[src/design/fdl_pkg.sv]
package fdl_pkg;

  localparam int DEPTH_DEF       = 4096;
  localparam int FRAC_BITS_DEF   = 8;
  localparam int SAMPLE_BITS_DEF = 24;

  localparam int          DELAY_BITS  = 20;
  localparam logic [19:0] DELAY_RESET = 20'd256;

  // entries held between front and back
  localparam int QUEUE_DEPTH = 2;
  // back end: read stage, multiply stage, output register
  localparam int BACK_STAGES = 3;

endpackage

[src/design/fdl_queue.sv]
module fdl_queue #(
  parameter int WIDTH = 8
) (
  input  logic             clk,
  input  logic             rst_n,
  input  logic             push,
  input  logic [WIDTH-1:0] push_data,
  output logic             has_room,
  input  logic             pop,
  output logic             has_data,
  output logic [WIDTH-1:0] pop_data
);
  import fdl_pkg::*;

  localparam int PTR_BITS = (QUEUE_DEPTH > 1) ? $clog2(QUEUE_DEPTH) : 1;
  localparam int CNT_BITS = $clog2(QUEUE_DEPTH + 1);

  logic [WIDTH-1:0]    slot_r [QUEUE_DEPTH];
  logic [PTR_BITS-1:0] wr_ptr_r, wr_ptr_nxt, rd_ptr_r, rd_ptr_nxt;
  logic [CNT_BITS-1:0] count_r, count_nxt;

  assign has_room = (count_r != CNT_BITS'(QUEUE_DEPTH));
  assign has_data = (count_r != '0);
  assign pop_data = slot_r[rd_ptr_r];

  always_comb begin
    wr_ptr_nxt = wr_ptr_r;
    rd_ptr_nxt = rd_ptr_r;
    count_nxt  = count_r;
    if (push) begin
      wr_ptr_nxt = (wr_ptr_r == PTR_BITS'(QUEUE_DEPTH - 1)) ? '0 : PTR_BITS'(wr_ptr_r + 1'b1);
    end
    if (pop) begin
      rd_ptr_nxt = (rd_ptr_r == PTR_BITS'(QUEUE_DEPTH - 1)) ? '0 : PTR_BITS'(rd_ptr_r + 1'b1);
    end
    if (push && !pop)      count_nxt = CNT_BITS'(count_r + 1'b1);
    else if (pop && !push) count_nxt = CNT_BITS'(count_r - 1'b1);
  end

  always_ff @(posedge clk) begin
    if (!rst_n) begin
      wr_ptr_r <= '0;
      rd_ptr_r <= '0;
      count_r  <= '0;
    end else begin
      wr_ptr_r <= wr_ptr_nxt;
      rd_ptr_r <= rd_ptr_nxt;
      count_r  <= count_nxt;
    end
  end

  always_ff @(posedge clk) begin
    if (push) slot_r[wr_ptr_r] <= push_data;
  end

endmodule

[config.mk]
export PLATFORM = sky130hd
export DESIGN_NAME = fdl_queue
export DESIGN_NICKNAME = d
export VERILOG_FILES = /design/src/design/fdl_pkg.sv /design/src/design/fdl_queue.sv
export SDC_FILE = /design/constraint.sdc
export NUM_CORES = 1
export LEC_CHECK = 0
export ABC_AREA = 1
export BUFFER_PORTS_ARGS = -buffer_cell sky130_fd_sc_hd__buf_2
export CAP_MARGIN = 20
export CORE_MARGIN = 3
export CORE_UTILIZATION = 25
export DETAILED_ROUTE_END_ITERATION = 10
export RECOVER_POWER = 50
export SLEW_MARGIN = 15
export SYNTH_ARGS = -nofsm -noshare
export SYNTH_HDL_FRONTEND = slang
export SYNTH_SLANG_ARGS = --single-unit
[constraint.sdc]
create_clock -name clk -period 1.25 [get_ports clk]
set_clock_uncertainty 0.2 [all_clocks]
set_input_delay 0.125 -clock clk [delete_from_list [all_inputs] [get_ports clk]]
set_output_delay 0.125 -clock clk [all_outputs]
set_load 0.03 [all_outputs]
==> run metrics <==
clock root buffer master clkbuf_4; router iterations before antenna repair 2; Post-Syn Area per Cell 14.0 sq um; Data arrival, critical path 1.22 ns; area of the core 0.00308 sq mm; max-slew headroom at the worst pin 87.8%; Starting Density 26.3%; violation count after the first detailed-route iteration 13; worst-path cell with the longest stage delay dfxtp_2; post-layout util 41.5%; async set or reset register ratio after synthesis 0%; number of standard-cell rows in the floorplan 20; count of flip-flops with a built-in enable after synthesis 16; Top-Level Pins 22; total CTS buffers 3; # fillers 309; Worst Setup Slack post-DPL -0.0475 ns; register area 584 sq um; most used standard cell by instance count after synthesis edfxtp_1; failing checks setup timing; overall track demand over capacity in global routing 8.29%; total half-perimeter wirelength after legalization and detailed placement 1010 um; via count of the first global-routing pass 552; status finished with violations; count of nets after finishing 113; sequential area share after synthesis 71.6%; max-capacitance violation count 0; number of max-slew violations in the final report 0; unrepaired setup endpoints after global routing true; area of combinational cells with multiple inputs 223 sq um; routed wirelength normalized by instance count 11.1 um; data required time of the critical path 0.93 ns; number of antenna violations at the first check in global routing 0; commonest cells in the netlist edfxtp_1, inv_1, mux2_2; Setup-failing EPs final 12; Post-Syn Nets 71; total of flip-flops plus latches after synthesis 21; crit path time final 1.55 ns; period utilization 124%; crit path kind flip-flop to output pin; H-Tree Depth 1; number of vias per cell 3.95; Synth Warn # 0; Hold Violations, Final 0; Crit. End Element output pin; cells along the critical path buf_12, mux2_4, buf_6; Max IR drop VDD 0.000419 V; synthesis-to-layout area growth 57.7%; die outline height 63.0 um; CTS tree done; vias after detailed routing 565; LEAKAGE 0.537 nW; number of nets with antenna violations after detailed routing 0; total global routing overflow 0; Peak Freq 645 MHz; final wirelength 1580 um; worst min path class primary input to flip-flop; area of the die 0.00396 sq mm; pin count of the biggest net entering global routing 13; share of layout cells above drive strength 1 45.5%; Synth Flop Type edfxtp_1; startpoint type of the worst setup path flip-flop; clock sink total 21; netlist area before placement 811 sq um; CP Max Fanout 8; post-layout power 0.00153 W; largest delay contributor family on the critical path flip-flops; share of the synthesized area in the top cell type 59.3%; transition time at the pin with the least slew margin 0.182 ns; total negative slack -2.39 ns; Worst-Skew Late Latency 0.30 ns; cell type contributing the most total cell area after synthesis edfxtp_1; number of buffer cells added on primary ports 21; cell types with the largest area share after synthesis edfxtp_1, dfxtp_1, mux2_2, inv_1, nand2_1; antenna cell count 0; Clock Pin Slew Worst Setup and Hold Paths 0.12 ns; number of standard cells after synthesis 58; gp weighted congestion 0.722; number of buffer and inverter stages on the critical path 2; PwrDens 1200 mW/mm^2; wire length of the first global-routing pass 2500 um; largest buffer count on any clock path 2; worst path setup slack after routing -0.300 ns; number of distinct standard cells referenced by the synthesized netlist 16; width of the die 63.0 um; Critical Path Max Stage Delay 0.35 ns; DR DRC count 0
==> per-stage QoR <==
stage	instance area, sq um	hold WS (ns)	cells
floorplan	813	0.0239	58
global placement	1020	0.117	125
detailed placement	1020	0.120	125
CTS	1270	0.0974	142
global route	1280	0.131	143
finish	1280	0.104	143
==> cell families (layout without fill, tap and decap cells) <==
group / after synthesis / in the layout / synth area share, %
multiplexers: 8 / 8 / 11.1
adder cells (fa/ha/maj): 1 / 1 / 1.54
AND/OR/NAND/NOR: 15 / 15 / 7.87
buffers and inverters: 10 / 51 / 5.56
XOR/XNOR: 1 / 1 / 1.08
flip-flops: 21 / 21 / 71.6
AO/OA/AOI/OAI: 2 / 2 / 1.23
==> flip-flops by register name, summed over array words and instances, names as in the netlist, named ones only <==
| name | flops |
|---|---|
| slot_r | 16 |
| count_r | 2 |
| wr_ptr_r | 1 |
| rd_ptr_r | 1 |
==> repair_timing <==
item                                    CTS  global route
buffers inserted                          2             1
hold buffers                             11             1
endpoints found under the setup margin   10            18
resized for setup                        31             4
hold endpoints to repair                 21             1
pin swaps                                 0             1
==> worst paths after layout <==
path / start / end / slack (ns) / cells past startpoint
max: flip-flop / pop_data[0] / -0.30 / 3
min reg2reg: rd_ptr_r / rd_ptr_r / 0.33 / 2
min: push / count_r[0] / 0.10 / 4
max reg2reg: wr_ptr_r / slot_r[1][3] / 0.12 / 3
==> area by class of cell <==
cell class              count  area share, %
flip-flops and latches     21           45.7
inverters                   9           2.64
clock buffers               3           1.76
clock inverters             1          0.391
multi-input cells          27           17.4
repair buffers             38           27.8
well taps                  44           4.31
==> placed cells by master, fill, tap and decap left out <==
master         count
xnor2_1            1
a21oi_1            1
buf_2              7
nor2_1             4
buf_4              3
dfxtp_2            3
dlygate4sd3_1     11
nor2_2             1
nand3_1            1
nor3_1             1
inv_1              6
ha_1               1
edfxtp_1          16
nand2_2            3
nand2_1            4
clkbuf_1           4
buf_12             3
inv_2              3
o21ai_0            1
buf_6             10
mux2_4             8
nand4_1            1
dfxtp_1            2
clkinv_2           1
clkbuf_4           3
==> metal layers <==
layer,up-vias,share of wire [%],global-route usage (%)
met1,267,39,9.20
met2,17,54,14.8
met5,-,0,0
met3,2,6.6,2.34
li1,279,-,-
met4,0,0.25,3.31
==> where the power goes <==
part / internal [W] / switching [W]
Combinational: 0.000207 / 0.000186
Sequential: 0.000800 / 0.0000203
Clock: 0.000119 / 0.000200
Total: 0.00113 / 0.000407
==> worst register-to-register path, stage by stage, from the launching register on <==
cell     delay [ns]
dfxtp_1        0.39
nand2_1        0.08
inv_2          0.08
buf_12         0.12
(Power assumes the default switching activity.)
