===== config.mk =====
export PLATFORM = sky130hd
export DESIGN_NAME = fdl_front
export DESIGN_NICKNAME = d
export VERILOG_FILES = /design/src/design/fdl_pkg.sv /design/src/design/fdl_front.sv
export SDC_FILE = /design/constraint.sdc
export NUM_CORES = 1
export LEC_CHECK = 0
export BUFFER_PORTS_ARGS = -buffer_cell sky130_fd_sc_hd__buf_2
export CELL_PAD_IN_SITES_DETAIL_PLACEMENT = 1
export CELL_PAD_IN_SITES_GLOBAL_PLACEMENT = 1
export CORE_ASPECT_RATIO = 0.75
export CORE_UTILIZATION = 34
export CTS_CLUSTER_SIZE = 14
export DETAILED_ROUTE_END_ITERATION = 7
export GPL_TIMING_DRIVEN = 0
export MAX_ROUTING_LAYER = met4
export PLACE_DENSITY_LB_ADDON = 0.2
export SETUP_SLACK_MARGIN = 0.15
export SLEW_MARGIN = 20
export SYNTH_ARGS = -nofsm -noshare
export SYNTH_HDL_FRONTEND = slang
export SYNTH_SLANG_ARGS = --single-unit

===== constraint.sdc =====
create_clock -name clk -period 10.3 [get_ports clk]
set_input_delay 3.09 -clock clk [delete_from_list [all_inputs] [get_ports clk]]
set_output_delay 3.09 -clock clk [all_outputs]
set_load 0.01 [all_outputs]

===== src/design/fdl_pkg.sv =====
package fdl_pkg;

  localparam int DEPTH_DEF       = 4096;
  localparam int FRAC_BITS_DEF   = 8;
  localparam int SAMPLE_BITS_DEF = 24;

  localparam int          DELAY_BITS  = 20;
  localparam logic [19:0] DELAY_RESET = 20'd256;

  // entries held between front and back
  localparam int QUEUE_DEPTH = 2;
  // back end: read stage, multiply stage, output register
  localparam int BACK_STAGES = 3;

endpackage


===== src/design/fdl_front.sv =====
module fdl_front #(
  parameter int DEPTH       = fdl_pkg::DEPTH_DEF,
  parameter int FRAC_BITS   = fdl_pkg::FRAC_BITS_DEF,
  parameter int SAMPLE_BITS = fdl_pkg::SAMPLE_BITS_DEF,
  parameter int ADDR_BITS   = $clog2(DEPTH),
  parameter int ENTRY_W     = SAMPLE_BITS + 2 * ADDR_BITS + FRAC_BITS + 2
) (
  input  logic                             clk,
  input  logic                             rst_n,
  input  logic                             accept,
  input  logic [SAMPLE_BITS-1:0]           sample,
  input  logic [fdl_pkg::DELAY_BITS-1:0]   delay,
  output logic [ENTRY_W-1:0]               entry
);
  import fdl_pkg::*;

  localparam int PW = ADDR_BITS + FRAC_BITS;

  logic [ADDR_BITS-1:0] wp_r, wp_nxt;
  logic                 full_r, full_nxt;
  logic [PW-1:0]        point;
  logic [ADDR_BITS-1:0] lo_idx, hi_idx;
  logic [FRAC_BITS-1:0] frac;
  logic                 lo_ok, hi_ok;

  // read point is modulo DEPTH samples, so plain PW-bit wrap-around
  assign point  = {wp_r, FRAC_BITS'(0)} - PW'(delay);
  assign lo_idx = point[PW-1:FRAC_BITS];
  assign frac   = point[FRAC_BITS-1:0];
  assign hi_idx = ADDR_BITS'(lo_idx + 1'b1);

  // writes go in address order, so an entry holds data once wp has passed it
  assign lo_ok = full_r || (lo_idx <= wp_r);
  assign hi_ok = full_r || (hi_idx <= wp_r);

  assign entry = {hi_ok, lo_ok, frac, lo_idx, wp_r, sample};

  always_comb begin
    wp_nxt   = wp_r;
    full_nxt = full_r;
    if (accept) begin
      wp_nxt = ADDR_BITS'(wp_r + 1'b1);
      if (wp_r == ADDR_BITS'(DEPTH - 1)) full_nxt = 1'b1;
    end
  end

  always_ff @(posedge clk) begin
    if (!rst_n) begin
      wp_r   <= '0;
      full_r <= 1'b0;
    end else begin
      wp_r   <= wp_nxt;
      full_r <= full_nxt;
    end
  end

endmodule


==> results.md <==
* Outcome: complete, but fails checks
* Failing checks: DRC
* Final nets at 463
* Worst flop-to-flop path startpoint: wp_r[4]
* Drt drc at 4
* Worst Path Buf+Inv at 4
* Clock network power share at 0.222
* Detailed Place HPWL at 5895 um
* Antenna-violating nets left at 0
* Max IR drop VDD at 0.07287 mV
* Worst-Skew Late Latency at 0.25 ns
* Largest net degree at the start of global routing at 11
* Relative slew slack at 0.5676
* Antenna violations before repair at 0
* Routed vias/inst at 5.131
* Startpoint types: primary input
* CP top delay family: simple AND/OR/NAND/NOR gates
* Boundary pin count at 105
* CTS tree: yes
* Total Power at 208.3 uW
* CTS clk-pin slew, worst paths at 0.05 ns
* Sequential power share at 0.254
* Starting Density at 0.3621
* Hold Path End: full_r
* Syn avg cell area at 8.069 sq um
* CP peak stage delay at 0.56 ns
* WL/cell at 14.62 um
* Chip height at 74.09 um
* YS warnings at 0
* CTS Hold Bufs at 0
* Crit Path Max Fanout at 6
* Clk_skew at 0.0006241 ns
* Area of the multi-input gates at 1785 sq um
* Achievable Freq at 100.3 MHz
* Via count at 2350
* Endpoints failing setup at 0
* Storage cell area at 260.3 sq um
* First-pass GRT wire length at 10520 um
* Total Wirelength at 6695 um
* Slew @ Worst Pin at 0.6433 ns
* Port bufs at 80
* Min-Delay Path Class: flip-flop to flip-flop
* DRT iter0 DRCs at 64
* Post-synthesis cell type count at 51
* Layout area overhead at 23.90%
* Internal power at 129.5 uW
* Hold Crit Depth at 2
* Gp weighted congestion at 0.8071
* Root Driver: clkbuf_8
* CTS HTree Levels at 1
* Crit path max-delay cell type: or4bb_1
* CP arrival at 6.88 ns
* Psw at 78.74 uW
* Crit path cell chain: buf_2 > inv_1 > ha_1 > or4bb_1 > o21ai_2 > a31oi_1 > xnor2_2 > nand3_2 > nor4b_4 > xor2_1 > ha_1 > nand4_1 > nor3_1 > a2111oi_0 > or3_1 > buf_4 > buf_2
* Setup TNS at 0 ns
* Share of layout cells above drive strength 1 at 0.3422
* Pleak at 1.446 nW
* Synthesized area at 2356 sq um
* Cell row count at 25
* Vias in the first global route at 2167
* Sequential fraction of the synthesis area at 0.1105
* GRT Total Usage at 0.1884
* Clock net sink count at 13
* FF-to-FF End: wp_r[11]
* Min Tclk post-route at 9.973 ns
* Gate power share at 0.524
* Fin. Hold Viols at 0
* CP endpoint kind: output port
* RSZ-0062 raised after global routing: no
* Bufs on Longest Clock Path at 2
* Number of max-cap violations at 0
* Top_reg_cell synth: dfxtp_1
* Fill cell count at 851
* Count of pins over their slew limit at 0
* Antenna fix cells at 0
* Core area at 6506 sq um
* Critical path class: primary input to output port
* Flop2flop setup slack at 8.26 ns
* Net Count, Synth at 377
* Critical path required time at 7.21 ns
* Die area at 7270 sq um
* Pwr dens at 71.35 nW/um^2
* Cells after Synth at 292
* Number of flops mapped to enable cells by yosys at 0
* Sw Ratio at 0.3781
* Die Wd at 98.12 um
* Total grt overflow at 0
* Reg2Reg Depth at 7
* Final Cycle Share at 0.9683
* Async SR Flop Fraction at 0
* Cts bufs inserted at 3
* Synthesized flop and latch total at 13
* Drt first pass iters at 8
* Min-delay src: full_r
metrics by stage:
step | hold slack, ns | cells | util | instance area [sq um] | worst slack, ns
3_3_place_gp | 0.5048 | 453 | 0.4392 | 2858 | 0.2555
5_1_grt | 0.5762 | 458 | 0.4487 | 2919 | 0.1534
4_1_cts | 0.5462 | 457 | 0.4462 | 2903 | 0.2078
6_report | 0.5357 | 458 | 0.4487 | 2919 | 0.3267
2_1_floorplan | 0.4746 | 292 | - | 2356 | 0.9049
3_5_place_dp | 0.5359 | 453 | 0.4392 | 2858 | 0.2441
tightest hold or removal path, cell delays in order (launching register included):
cell     delay, ns
dfxtp_1       0.35
a31oi_1       0.05
nor2b_1       0.10
how the worst max path moves through the flow:
stage	startpoint	to	depth (start not counted)
after floorplan	delay[8]	entry[57]	15
after global placement	delay[8]	entry[57]	17
after detailed placement	delay[8]	entry[57]	17
after CTS	delay[8]	entry[57]	17
after global routing	delay[8]	entry[57]	17
final	delay[8]	entry[57]	17
power groups by stage:
stage                     clock network [mW]  logic (mW)  registers [mW]
final                                 0.0462       0.109          0.0529
after global routing                  0.0500       0.123          0.0532
after CTS                             0.0474       0.110          0.0530
after detailed placement                   0       0.109          0.0541
after global placement                     0       0.106          0.0539
after floorplan                            0      0.0737          0.0539
final cells by class:
cell class                      instances  share of cell area
Multi-Input combinational cell        221              0.6117
Timing Repair Buffer                   81              0.1397
Sequential cell                        13             0.08916
Buffer                                 29             0.07201
Inverter                               29             0.03729
Tap cell                               81             0.03472
Clock buffer                            4             0.01543
routing by layer:
| metal | global-route usage | wire length (um) | up-vias |
|---|---|---|---|
| met5 | - | 0 | - |
| met4 | 0.04882 | 62 | 0 |
| met3 | 0.01034 | 288 | 7 |
| met2 | 0.3013 | 2971 | 69 |
| met1 | 0.2606 | 3372 | 1101 |
| li1 | - | - | 1173 |
cells in the mapped netlist (all sizes together) (2+ instances only):
library cell | number | share of area
nand3 | 5 | 0.013
a21oi | 14 | 0.030
nand2b | 2 | 0.0053
o21ai | 10 | 0.024
dfxtp | 13 | 0.11
xnor2 | 21 | 0.084
nor3 | 6 | 0.013
nor4b | 3 | 0.023
a31oi | 3 | 0.0080
and4b | 2 | 0.0085
or3 | 4 | 0.011
clkbuf | 2 | 0.0032
inv | 29 | 0.046
and2 | 11 | 0.029
nor3b | 3 | 0.014
nand4 | 10 | 0.027
nor2 | 12 | 0.019
xor2 | 15 | 0.062
ha | 38 | 0.20
a31o | 2 | 0.0074
a21boi | 4 | 0.013
buf | 27 | 0.086
a21o | 13 | 0.041
or4 | 2 | 0.0080
nor2b | 6 | 0.016
nand2 | 17 | 0.027
nor4 | 2 | 0.0080
cells in the final DEF (no fill, tap or decap), types with 4 or more instances in the layout:
cell,n
a21boi_0,4
a21o_1,13
a21oi_1,14
and2_1,11
buf_2,80
buf_4,28
dfxtp_1,13
ha_1,38
inv_1,29
nand2_1,17
nand3_1,4
nand4_1,10
nor2_1,12
nor2b_1,6
nor3_1,6
o21ai_0,8
or3_1,4
xnor2_1,19
xor2_1,13
logic make-up (layout without fill, tap and decap cells):
family                     count (synthesis)  in the layout  share of synthesized area
and+or+nand+nor                           90             90                     0.2379
AOI/OAI and AO/OA                         56             56                     0.1636
muxes                                      1              1                   0.004249
adders and majority gates                 38             38                     0.2018
buffers and inverters                     58            143                     0.1354
DFF                                       13             13                     0.1105
xor gates and xnor gates                  36             36                     0.1466
registers in the layout, indices dropped and copies added (netlist names):
| signal | flops |
|---|---|
| wp_r | 12 |
| full_r | 1 |
timing repair:
action                     CTS  global route
setup endpoints to repair    0             1
gates resized for setup      0             1
setup buffers                0             1
(Power assumes the default switching activity.)
